[src/sv/tcep_pkg.sv]
package tcep_pkg;

    localparam int NAME_CAPACITY_DEF = 64;
    localparam int MAX_ENTRIES_DEF   = 1024;

    localparam logic [31:0] TAG_MAGIC = 32'h424C544D;
    localparam logic [31:0] TAG_NAME  = 32'h454D414E;
    localparam logic [31:0] TAG_TYPE  = 32'h45505954;
    localparam logic [31:0] TAG_OFFT  = 32'h5446464F;
    localparam logic [31:0] TAG_MDSZ  = 32'h5A53444D;
    localparam logic [31:0] TAG_ENDT  = 32'h54444E45;

    localparam logic [32:0] HEADER_END   = 33'h20;
    localparam logic [31:0] TABLE_PTR_AT = 32'h18;

    typedef enum logic [3:0] {
        ST_OK        = 4'd0,
        ST_SHORT     = 4'd1,
        ST_MAGIC     = 4'd2,
        ST_RANGE     = 4'd3,
        ST_TABLE     = 4'd4,
        ST_CAP       = 4'd5,
        ST_OVERFLOW  = 4'd6,
        ST_TRUNC     = 4'd7,
        ST_IN_HEADER = 4'd8
    } status_t;

    typedef struct packed {
        logic        item_kind;
        logic [9:0]  entry_index;
        logic [31:0] name_offset;
        logic [5:0]  name_length;
        logic [1:0]  stage;
        logic [7:0]  type_byte;
        logic        bitcode_valid;
        logic [63:0] bitcode_offset;
        logic [63:0] bitcode_length;
        logic [3:0]  status;
        logic [10:0] record_count;
    } result_t;

endpackage

[src/sv/tcep_core.sv]
module tcep_core #(
    parameter int NAME_CAPACITY = tcep_pkg::NAME_CAPACITY_DEF,
    parameter int MAX_ENTRIES   = tcep_pkg::MAX_ENTRIES_DEF
) (
    input  logic              clk,
    input  logic              rst_n,
    input  logic              step,
    input  logic [7:0]        data_byte,
    input  logic [31:0]       file_length,
    output logic              res_valid,
    output tcep_pkg::result_t res
);

    typedef enum logic [2:0] {
        PH_HEADER, PH_SEEK, PH_COUNT, PH_BOUNDARY, PH_HEAD, PH_DATA, PH_DONE
    } phase_t;

    localparam int CW = $clog2(MAX_ENTRIES + 1);
    localparam logic [31:0] NAME_MAX = 32'(NAME_CAPACITY - 1);

    phase_t      phase_reg, phase_next;
    logic [31:0] pos_reg, pos_next;
    logic [63:0] tab_reg, tab_next;
    logic [CW-1:0] total_reg, total_next, done_cnt_reg, done_cnt_next;
    logic [2:0]  fbi_reg, fbi_next;
    logic [31:0] tag_reg, tag_next, flen_reg, flen_next, skip_reg, skip_next;
    logic [63:0] vs_reg, vs_next;
    logic [31:0] nof_reg, nof_next;
    logic [5:0]  nlen_reg, nlen_next;
    logic [7:0]  sraw_reg, sraw_next;
    logic [1:0]  stg_reg, stg_next, seen_reg, seen_next;
    logic [63:0] bco_reg, bco_next, bcs_reg, bcs_next;
    logic        fdone_reg, fdone_next;

    logic        emit;
    tcep_pkg::result_t out_c;

    logic [32:0] len33, pos1;
    logic [31:0] di;
    logic [2:0]  idx;
    logic [31:0] tag_w;
    logic [31:0] flen_w;
    logic [63:0] vs_w;
    logic        fin, rec, stop;
    logic [3:0]  st;
    logic        bc_ok;
    logic [64:0] bc_sum;

    always_comb
    begin
        phase_next = phase_reg; pos_next = pos_reg; tab_next = tab_reg;
        total_next = total_reg; done_cnt_next = done_cnt_reg; fbi_next = fbi_reg;
        tag_next = tag_reg; flen_next = flen_reg; skip_next = skip_reg;
        vs_next = vs_reg; nof_next = nof_reg; nlen_next = nlen_reg;
        sraw_next = sraw_reg; stg_next = stg_reg; seen_next = seen_reg;
        bco_next = bco_reg; bcs_next = bcs_reg; fdone_next = fdone_reg;
        fin = 1'b0; rec = 1'b0; stop = 1'b0; st = tcep_pkg::ST_OK;
        len33 = {1'b0, file_length};
        pos1 = {1'b0, pos_reg} + 33'd1;
        di = flen_reg - skip_reg;
        idx = (phase_reg == PH_BOUNDARY) ? 3'd0 : fbi_reg;
        tag_w = tag_reg; flen_w = flen_reg; vs_w = vs_reg;
        bc_sum = {1'b0, bco_reg} + {1'b0, bcs_reg};
        bc_ok = (seen_reg == 2'b11) && (bc_sum <= {32'd0, len33});
        out_c = '0;
        out_c.entry_index = 10'(done_cnt_reg);
        out_c.name_offset = nof_reg;
        out_c.name_length = nlen_reg;
        out_c.stage = stg_reg;
        out_c.type_byte = sraw_reg;
        out_c.bitcode_valid = bc_ok;
        out_c.bitcode_offset = bc_ok ? bco_reg : 64'd0;
        out_c.bitcode_length = bc_ok ? bcs_reg : 64'd0;

        if (step && !fdone_reg)
        begin
            case (phase_reg)
                PH_HEADER:
                begin
                    if (pos_reg == 32'd0 && len33 < tcep_pkg::HEADER_END)
                    begin
                        fin = 1'b1; stop = 1'b1; st = tcep_pkg::ST_SHORT;
                    end
                    else
                    begin
                        if (pos_reg < 32'd4)
                        begin
                            tag_w = tag_reg | (32'(data_byte) << {pos_reg[1:0], 3'd0});
                            tag_next = tag_w;
                        end
                        if (pos_reg == 32'd3 && tag_w != tcep_pkg::TAG_MAGIC)
                        begin
                            fin = 1'b1; stop = 1'b1; st = tcep_pkg::ST_MAGIC;
                        end
                        else
                        begin
                            if (pos_reg >= tcep_pkg::TABLE_PTR_AT && pos_reg < 32'h20)
                                tab_next = tab_reg |
                                    (64'(data_byte) << {pos_reg[2:0], 3'd0});
                            if (pos_reg >= 32'h1F)
                            begin
                                if (tab_next == 64'd0 || tab_next >= {31'd0, len33})
                                begin
                                    fin = 1'b1; stop = 1'b1; st = tcep_pkg::ST_RANGE;
                                end
                                else if (tab_next < 64'h20)
                                begin
                                    fin = 1'b1; stop = 1'b1; st = tcep_pkg::ST_IN_HEADER;
                                end
                                else if (tab_next + 64'd4 > {31'd0, len33})
                                begin
                                    fin = 1'b1; stop = 1'b1; st = tcep_pkg::ST_TABLE;
                                end
                                else
                                begin
                                    vs_next = '0; fbi_next = '0;
                                    phase_next = (tab_next == 64'h20) ? PH_COUNT : PH_SEEK;
                                end
                            end
                        end
                    end
                end
                PH_SEEK:
                begin
                    if ({31'd0, pos1} >= tab_reg)
                        phase_next = PH_COUNT;
                end
                PH_COUNT:
                begin
                    vs_w = vs_reg | (64'(data_byte) << {fbi_reg[1:0], 3'd0});
                    vs_next = vs_w;
                    fbi_next = fbi_reg + 3'd1;
                    if (fbi_reg == 3'd3)
                    begin
                        fbi_next = '0;
                        if (vs_w > 64'(MAX_ENTRIES))
                        begin
                            fin = 1'b1; stop = 1'b1; st = tcep_pkg::ST_CAP;
                        end
                        else
                        begin
                            total_next = CW'(vs_w);
                            nof_next = '0; nlen_next = '0; sraw_next = '0; stg_next = '0;
                            bco_next = '0; bcs_next = '0; seen_next = '0;
                            phase_next = (vs_w == 64'd0) ? PH_DONE : PH_BOUNDARY;
                        end
                    end
                end
                PH_BOUNDARY, PH_HEAD:
                begin
                    phase_next = PH_HEAD;
                    if (idx == 3'd0 && (pos1 + 33'd7) > len33)
                    begin
                        fin = 1'b1; stop = 1'b1; st = tcep_pkg::ST_TRUNC;
                    end
                    else
                    begin
                        if (idx == 3'd0)
                        begin
                            tag_w = '0; flen_w = '0;
                        end
                        if (!idx[2])
                            tag_w = tag_w | (32'(data_byte) << {idx[1:0], 3'd0});
                        else
                            flen_w = flen_w | (32'(data_byte) << {idx[1:0], 3'd0});
                        tag_next = tag_w; flen_next = flen_w;
                        if (idx == 3'd3 && tag_w == tcep_pkg::TAG_ENDT)
                        begin
                            rec = 1'b1;
                            done_cnt_next = done_cnt_reg + CW'(1);
                        end
                        if (idx == 3'd7)
                        begin
                            if ({1'b0, pos1} + {1'b0, flen_w} > {1'b0, len33})
                            begin
                                fin = 1'b1; stop = 1'b1; st = tcep_pkg::ST_OVERFLOW;
                            end
                            else
                            begin
                                if (tag_w == tcep_pkg::TAG_NAME)
                                begin
                                    nof_next = pos1[31:0];
                                    nlen_next = ((flen_w >= 32'(NAME_CAPACITY)) ?
                                                 NAME_MAX[5:0] : flen_w[5:0]);
                                end
                                vs_next = '0;
                                skip_next = flen_w;
                                fbi_next = '0;
                                if (flen_w == 32'd0)
                                begin
                                    if (tag_w == tcep_pkg::TAG_ENDT)
                                    begin
                                        nof_next = '0; nlen_next = '0; sraw_next = '0;
                                        stg_next = '0; bco_next = '0; bcs_next = '0;
                                        seen_next = '0;
                                        phase_next = (done_cnt_next >= total_reg) ?
                                                     PH_DONE : PH_BOUNDARY;
                                    end
                                    else
                                        phase_next = PH_HEAD;
                                end
                                else
                                    phase_next = PH_DATA;
                            end
                        end
                        else
                            fbi_next = idx + 3'd1;
                    end
                end
                PH_DATA:
                begin
                    if (tag_reg == tcep_pkg::TAG_TYPE && di == 32'd0)
                    begin
                        sraw_next = data_byte;
                        stg_next = (data_byte >= 8'd1 && data_byte <= 8'd3) ?
                                   data_byte[1:0] : 2'd0;
                    end
                    else if ((tag_reg == tcep_pkg::TAG_OFFT ||
                              tag_reg == tcep_pkg::TAG_MDSZ) &&
                             flen_reg >= 32'd8 && di < 32'd8)
                    begin
                        vs_w = vs_reg | (64'(data_byte) << {di[2:0], 3'd0});
                        vs_next = vs_w;
                        if (di == 32'd7)
                        begin
                            if (tag_reg == tcep_pkg::TAG_OFFT)
                            begin
                                bco_next = vs_w; seen_next[0] = 1'b1;
                            end
                            else
                            begin
                                bcs_next = vs_w; seen_next[1] = 1'b1;
                            end
                        end
                    end
                    skip_next = skip_reg - 32'd1;
                    if (skip_reg == 32'd1)
                    begin
                        fbi_next = '0;
                        if (tag_reg == tcep_pkg::TAG_ENDT)
                        begin
                            nof_next = '0; nlen_next = '0; sraw_next = '0;
                            stg_next = '0; bco_next = '0; bcs_next = '0;
                            seen_next = '0;
                            phase_next = (done_cnt_reg >= total_reg) ? PH_DONE : PH_BOUNDARY;
                        end
                        else
                            phase_next = PH_HEAD;
                    end
                end
                default:
                begin
                end
            endcase

            if (!stop)
            begin
                pos_next = pos1[31:0];
                if (!rec && pos1 >= len33)
                begin
                    fin = 1'b1;
                    case (phase_next)
                        PH_HEADER:              st = tcep_pkg::ST_SHORT;
                        PH_SEEK:                st = tcep_pkg::ST_RANGE;
                        PH_COUNT:               st = tcep_pkg::ST_TABLE;
                        PH_BOUNDARY, PH_DONE:   st = tcep_pkg::ST_OK;
                        default:                st = tcep_pkg::ST_TRUNC;
                    endcase
                end
            end
            if (fin)
            begin
                fdone_next = 1'b1;
                out_c = '0;
                out_c.item_kind = 1'b1;
                out_c.status = st;
                out_c.record_count = (st == tcep_pkg::ST_OK) ? 11'(done_cnt_reg) : 11'd0;
            end
        end
        emit = fin || rec;
    end

    always_ff @(posedge clk or negedge rst_n)
    begin
        if (!rst_n)
        begin
            phase_reg <= PH_HEADER; pos_reg <= '0; tab_reg <= '0;
            total_reg <= '0; done_cnt_reg <= '0; fbi_reg <= '0;
            tag_reg <= '0; flen_reg <= '0; skip_reg <= '0; vs_reg <= '0;
            nof_reg <= '0; nlen_reg <= '0; sraw_reg <= '0; stg_reg <= '0;
            seen_reg <= '0; bco_reg <= '0; bcs_reg <= '0; fdone_reg <= 1'b0;
            res_valid <= 1'b0;
        end
        else
        begin
            phase_reg <= phase_next; pos_reg <= pos_next; tab_reg <= tab_next;
            total_reg <= total_next; done_cnt_reg <= done_cnt_next; fbi_reg <= fbi_next;
            tag_reg <= tag_next; flen_reg <= flen_next; skip_reg <= skip_next;
            vs_reg <= vs_next; nof_reg <= nof_next; nlen_reg <= nlen_next;
            sraw_reg <= sraw_next; stg_reg <= stg_next; seen_reg <= seen_next;
            bco_reg <= bco_next; bcs_reg <= bcs_next; fdone_reg <= fdone_next;
            res_valid <= step && emit;
        end
    end

    always_ff @(posedge clk)
    begin
        if (step && emit)
            res <= out_c;
    end

endmodule

[src/sv/tcep_skid.sv]
module tcep_skid (
    input  logic              clk,
    input  logic              rst_n,
    input  logic              in_valid,
    input  tcep_pkg::result_t in_data,
    output logic              space,
    output logic              out_valid,
    input  logic              out_ready,
    output tcep_pkg::result_t out_data
);

    logic              full_reg, spare_reg;
    tcep_pkg::result_t main_reg, spare_data_reg;

    assign out_valid = full_reg;
    assign out_data  = main_reg;
    assign space     = !spare_reg;

    always_ff @(posedge clk or negedge rst_n)
    begin
        if (!rst_n)
        begin
            full_reg  <= 1'b0;
            spare_reg <= 1'b0;
        end
        else
        begin
            if (!full_reg || out_ready)
            begin
                full_reg  <= spare_reg || in_valid;
                spare_reg <= spare_reg && in_valid;
            end
            else if (in_valid)
                spare_reg <= 1'b1;
        end
    end

    always_ff @(posedge clk)
    begin
        if (!full_reg || out_ready)
        begin
            if (spare_reg)
            begin
                main_reg <= spare_data_reg;
                if (in_valid)
                    spare_data_reg <= in_data;
            end
            else
                main_reg <= in_data;
        end
        else if (in_valid)
            spare_data_reg <= in_data;
    end

endmodule

[src/sv/tagged_container_entry_parser.sv]
// Tagged container entry parser.
// The container file streams in on the slave channel, one byte per beat in
// s_tdata, after its total length has been written through cfg_we/cfg_wdata.
// Each accepted beat is parsed in the cycle it is taken, so the block accepts
// one byte every cycle while s_tready is high. A beat that ends an entry
// (fourth byte of its end tag) or ends the file produces one result beat
// on the master channel, registered in the parse stage and then in the output
// stage. Beats that produce nothing leave no trace on the master side.
// m_tuser is the item kind: 0 for an entry record, 1 for the final status.
// The final item comes at the last file byte or at the first error; later
// bytes are accepted and dropped until reset.
// When the receiver stalls, up to two results are held in a two-deep output
// buffer. s_tready is low while the spare slot is in use, and also in a cycle
// where a fresh result leaves the parse stage while the master beat is held
// off; it comes back as soon as the receiver takes a beat.
// Reset (rst_n low, asynchronous) returns the parser to the header phase,
// empties the output buffer and sets the file length register to 1.
module tagged_container_entry_parser #(
    parameter int NAME_CAPACITY = tcep_pkg::NAME_CAPACITY_DEF,
    parameter int MAX_ENTRIES   = tcep_pkg::MAX_ENTRIES_DEF
) (
    input  logic         clk,
    input  logic         rst_n,
    input  logic         cfg_we,
    input  logic [31:0]  cfg_wdata,
    input  logic         s_tvalid,
    output logic         s_tready,
    input  logic [7:0]   s_tdata,   // data_byte
    output logic         m_tvalid,
    input  logic         m_tready,
    // entry_index, name_offset, name_length, stage, type_byte, bitcode_valid,
    // bitcode_offset, bitcode_length, status, record_count, then 6 zero bits
    output logic [207:0] m_tdata,
    output logic         m_tuser    // item_kind
);

    logic [31:0]       file_length_reg;
    logic              step, core_valid, space;
    tcep_pkg::result_t core_res, out_res;

    always_ff @(posedge clk or negedge rst_n)
    begin
        if (!rst_n)
            file_length_reg <= 32'd1;
        else if (cfg_we)
            file_length_reg <= cfg_wdata;
    end

    // The spare slot must be free: a result from the core is then always
    // taken, since the core holds at most one result in flight.
    assign s_tready = space && !(core_valid && m_tvalid && !m_tready);
    assign step     = s_tvalid && s_tready;

    tcep_core #(
        .NAME_CAPACITY (NAME_CAPACITY),
        .MAX_ENTRIES   (MAX_ENTRIES)
    ) u_core (
        .clk         (clk),
        .rst_n       (rst_n),
        .step        (step),
        .data_byte   (s_tdata),
        .file_length (file_length_reg),
        .res_valid   (core_valid),
        .res         (core_res)
    );

    tcep_skid u_skid (
        .clk       (clk),
        .rst_n     (rst_n),
        .in_valid  (core_valid),
        .in_data   (core_res),
        .space     (space),
        .out_valid (m_tvalid),
        .out_ready (m_tready),
        .out_data  (out_res)
    );

    assign m_tuser = out_res.item_kind;
    assign m_tdata = {6'd0, out_res.record_count, out_res.status,
                      out_res.bitcode_length, out_res.bitcode_offset,
                      out_res.bitcode_valid, out_res.type_byte, out_res.stage,
                      out_res.name_length, out_res.name_offset, out_res.entry_index};

endmodule
[config.mk]
export PLATFORM = sky130hd
export DESIGN_NAME = tagged_container_entry_parser
export DESIGN_NICKNAME = d
export VERILOG_FILES = /design/src/sv/tcep_pkg.sv /design/src/sv/tcep_core.sv /design/src/sv/tcep_skid.sv /design/src/sv/tagged_container_entry_parser.sv
export SDC_FILE = /design/constraint.sdc
export NUM_CORES = 2
export LEC_CHECK = 0
export BUFFER_PORTS_ARGS = -buffer_cell sky130_fd_sc_hd__buf_2
export CAP_MARGIN = 30
export CELL_PAD_IN_SITES_DETAIL_PLACEMENT = 1
export CELL_PAD_IN_SITES_GLOBAL_PLACEMENT = 2
export CORE_MARGIN = 10
export CORE_UTILIZATION = 31
export DETAILED_ROUTE_END_ITERATION = 8
export GPL_ROUTABILITY_DRIVEN = 1
export HOLD_SLACK_MARGIN = 0.02
export PLACE_DENSITY = 0.6
export SETUP_SLACK_MARGIN = 0.2
export SYNTH_ARGS = -nofsm -noshare
export SYNTH_HDL_FRONTEND = slang
export SYNTH_SLANG_ARGS = --single-unit
export TNS_END_PERCENT = 100
[constraint.sdc]
create_clock -name clk -period 27.2 [get_ports clk]
set_input_delay 6.8 -clock clk [delete_from_list [all_inputs] [get_ports clk]]
set_output_delay 6.8 -clock clk [all_outputs]
set_load 0.01 [all_outputs]
==> run metrics <==
final count of hold timing violations 0; Synth warnings 0; drt wl/cell around 27 um; clock sinks 1,107; Clock Latency Late Sink 0.81 ns; Max Root-Sink Buffers 3; CTS clock-pin slew for the worst setup and hold paths roughly 0.070 ns; Core Region between 150,000 and 200,000 sq um; CTS Hold Bufs 0; total track usage a little over a fifth; total CTS buffers between 100 and 150; I/O pins 256; post-layout util 35.9%; hold endpoint u_skid.spare_data_reg[6]; most frequent cells in the layout 622 x nor2_1, 609 x edfxtp_1, 496 x dfrtp_1; met3 wire len between 10 and 15 mm; post-route ant nets 0; Max-slew headroom 30.0%; CTS tree done; crit path DAT ~17 ns; Netlist cell types just over 90; crit path max fanout between 60 and 70; Slowest-stage cell, CP buf_4; Fillers about 22k; # H-tree levels 4; TritonRoute pass-1 iters 5; met2 routed WL between 100 and 150 mm; highest metal used met4; Worst Max-Slew Pin Slew between 1 and 1.5 ns; Top FF cell, synth edfxtp_1; Die H 466 um; Post-synth EDFFs around 610; WP data required about 28 ns; max-cap violation count 0; reg2reg path depth 38; Final setup viols 0; Synth Instances about 6k; proportion of layout cells with a drive suffix above 1 ~15%; first-pass GRT wire length ~360 mm; largest area contributor in the netlist edfxtp_1; CP Launch Point s_tdata[0]; Tightest Hold Check Type flop to flop; RSZ-0062 raised after global routing no; starting density of the core 31.2%; Reg-to-Reg End u_core.res[136]; Leakage around 0.03 uW; vias in the first global route ~51k; Clock Skews approximately 0.035 ns; max frequency just over 60 MHz; DIE AREA between 200,000 and 250,000 sq um; Async SR Flop Fraction between 40% and 50%; status completed; placed cell count 8,642; Max VDD drop approximately 0.055 mV; Mapped Avg Cell Area approximately 10 sq um; Non-Filler Instances between 8k and 9k; IO buf count between 200 and 250; Fin Hold WS 0.438 ns; post_cts resized 0; FF-to-FF Start u_core.phase_reg[1]; Vias/cell about 5.5; largest net degree at the start of global routing 154; Post-CTS Setup Repair Bufs 0; Max Slew Vio Count 0; Vias slightly below 50k; fin crit period approximately 16 ns; fin crit share 59.2%; final-stage net count roughly 6.6k; register area share after synthesis 49.9%; detailed placer's ending HPWL about 180 mm; commonest non-fill, non-tap cell in the layout nor2_1; row count between 150 and 200; Reg2Reg Setup Slack 14.79 ns; flops & latches, synth roughly 1.1k; hold path startpoint u_core.res[6]; WS Path Type input pin to flop; DRC viols 0; Power per Cell Area slightly below 80 nW/um^2; Synth area leaders edfxtp_1 30%, dfrtp_1 20%, ha_1 7.8%, mux2_2 4.2%, nor2_1 3.8%; max incr delay on CP roughly 0.73 ns; Crit. End Element flop; Root Driver clkbuf_16; final RePlAce weighted congestion about 0.89; top-area cell type share of the netlist area 29.7%; Synth-to-Final Area Change 15.1%; wl on met1 about 110 mm; antenna violations before repair 20; setup TNS 0 ns; WL final between 200 and 250 mm; chip width 466 um; worst hold path depth 0; initial DRC count about 3.6k; gr ovfl total 0; Post-Syn Area about 62,000 sq um; crit path launch type input pin; most used cell, CP buf_4
Yosys cell counts, types with 21 or more instances:
cell,number
a211oi_1,150
a21o_1,138
a21oi_1,398
a22o_1,26
a31oi_1,109
a41oi_1,28
and2_1,52
and3_1,171
buf_2,21
clkbuf_1,267
dfrtp_1,497
edfxtp_1,609
ha_1,384
inv_1,271
mux2_2,230
mux2i_1,23
nand2_1,327
nand2b_1,62
nand3_1,107
nand4_1,118
nor2_1,627
nor2b_1,69
nor3_1,107
nor4_1,105
o211ai_1,26
o21a_1,40
o21ai_0,270
o21bai_1,32
o22ai_1,57
or3_1,32
xnor2_1,149
xor2_1,80
layer usage:
metal | vias up | global-route usage, %
li1 | 22400 | -
met1 | 25100 | 29.9
met2 | 1132 | 36.2
met3 | 295 | 2.65
met4 | 0 | 5.78
met5 | - | 0
where the power goes:
group          internal [uW]  switching [uW]  total (uW)
combinational            448             986        1430
sequential              1980             163        2150
clock                   1120             777        1900
cell families (layout without fill, tap and decap cells):
group           count (synthesis)  count (layout)  synth area share, %
simple gates                 1893            1893                 15.3
compound gates               1469            1469                 15.4
flops                        1107            1107                 49.9
buf+inv                       588             916                 3.68
fa+ha+maj                     388             388                 7.91
mux                           253             253                 4.58
xor+xnor                      229             229                 3.26
other cells                     1               9              0.00609
how the worst max path moves through the flow:
stage                            end  slack (ns)  cells after the start
finish               u_core.res[136]       11.11                     33
global route         u_core.res[136]       10.48                     33
CTS                  u_core.res[136]       11.27                     33
detailed placement    u_core.res[67]       10.43                     33
global placement      u_core.res[67]       10.64                     33
floorplan           u_core.res_valid        2.64                     10
per-stage QoR:
step	total power (uW)	area [sq um]	setup slack [ns]
after floorplan	2970	61600	2.64
after global placement	3570	66100	10.64
after detailed placement	3600	66200	10.43
after CTS	5530	70800	11.27
after global routing	5740	70900	10.48
final	5480	70900	11.11
layout make-up:
class / instances / area, sq um / share of cell area [%]
clock inverter: 71 / 851 / 1.20
timing repair buffer: 390 / 2400 / 3.39
clock buffer: 182 / 3780 / 5.33
inverter: 273 / 1030 / 1.46
antenna: 3 / 7.51 / 0.0106
multi-input combinational: 4238 / 28800 / 40.6
tap: 2640 / 3300 / 4.66
sequential: 1107 / 30800 / 43.4
worst max-delay path, delay by kind of cell:
kind                       cells  cell delay, ns
AOI/OAI and AO/OA             17            4.63
xor gates and xnor gates       1            0.19
adders and majority gates      3            0.98
buffers and inverters          5            2.39
muxes                          1            0.18
and+or+nand+nor                6            1.11
(Power assumes the default switching activity.)
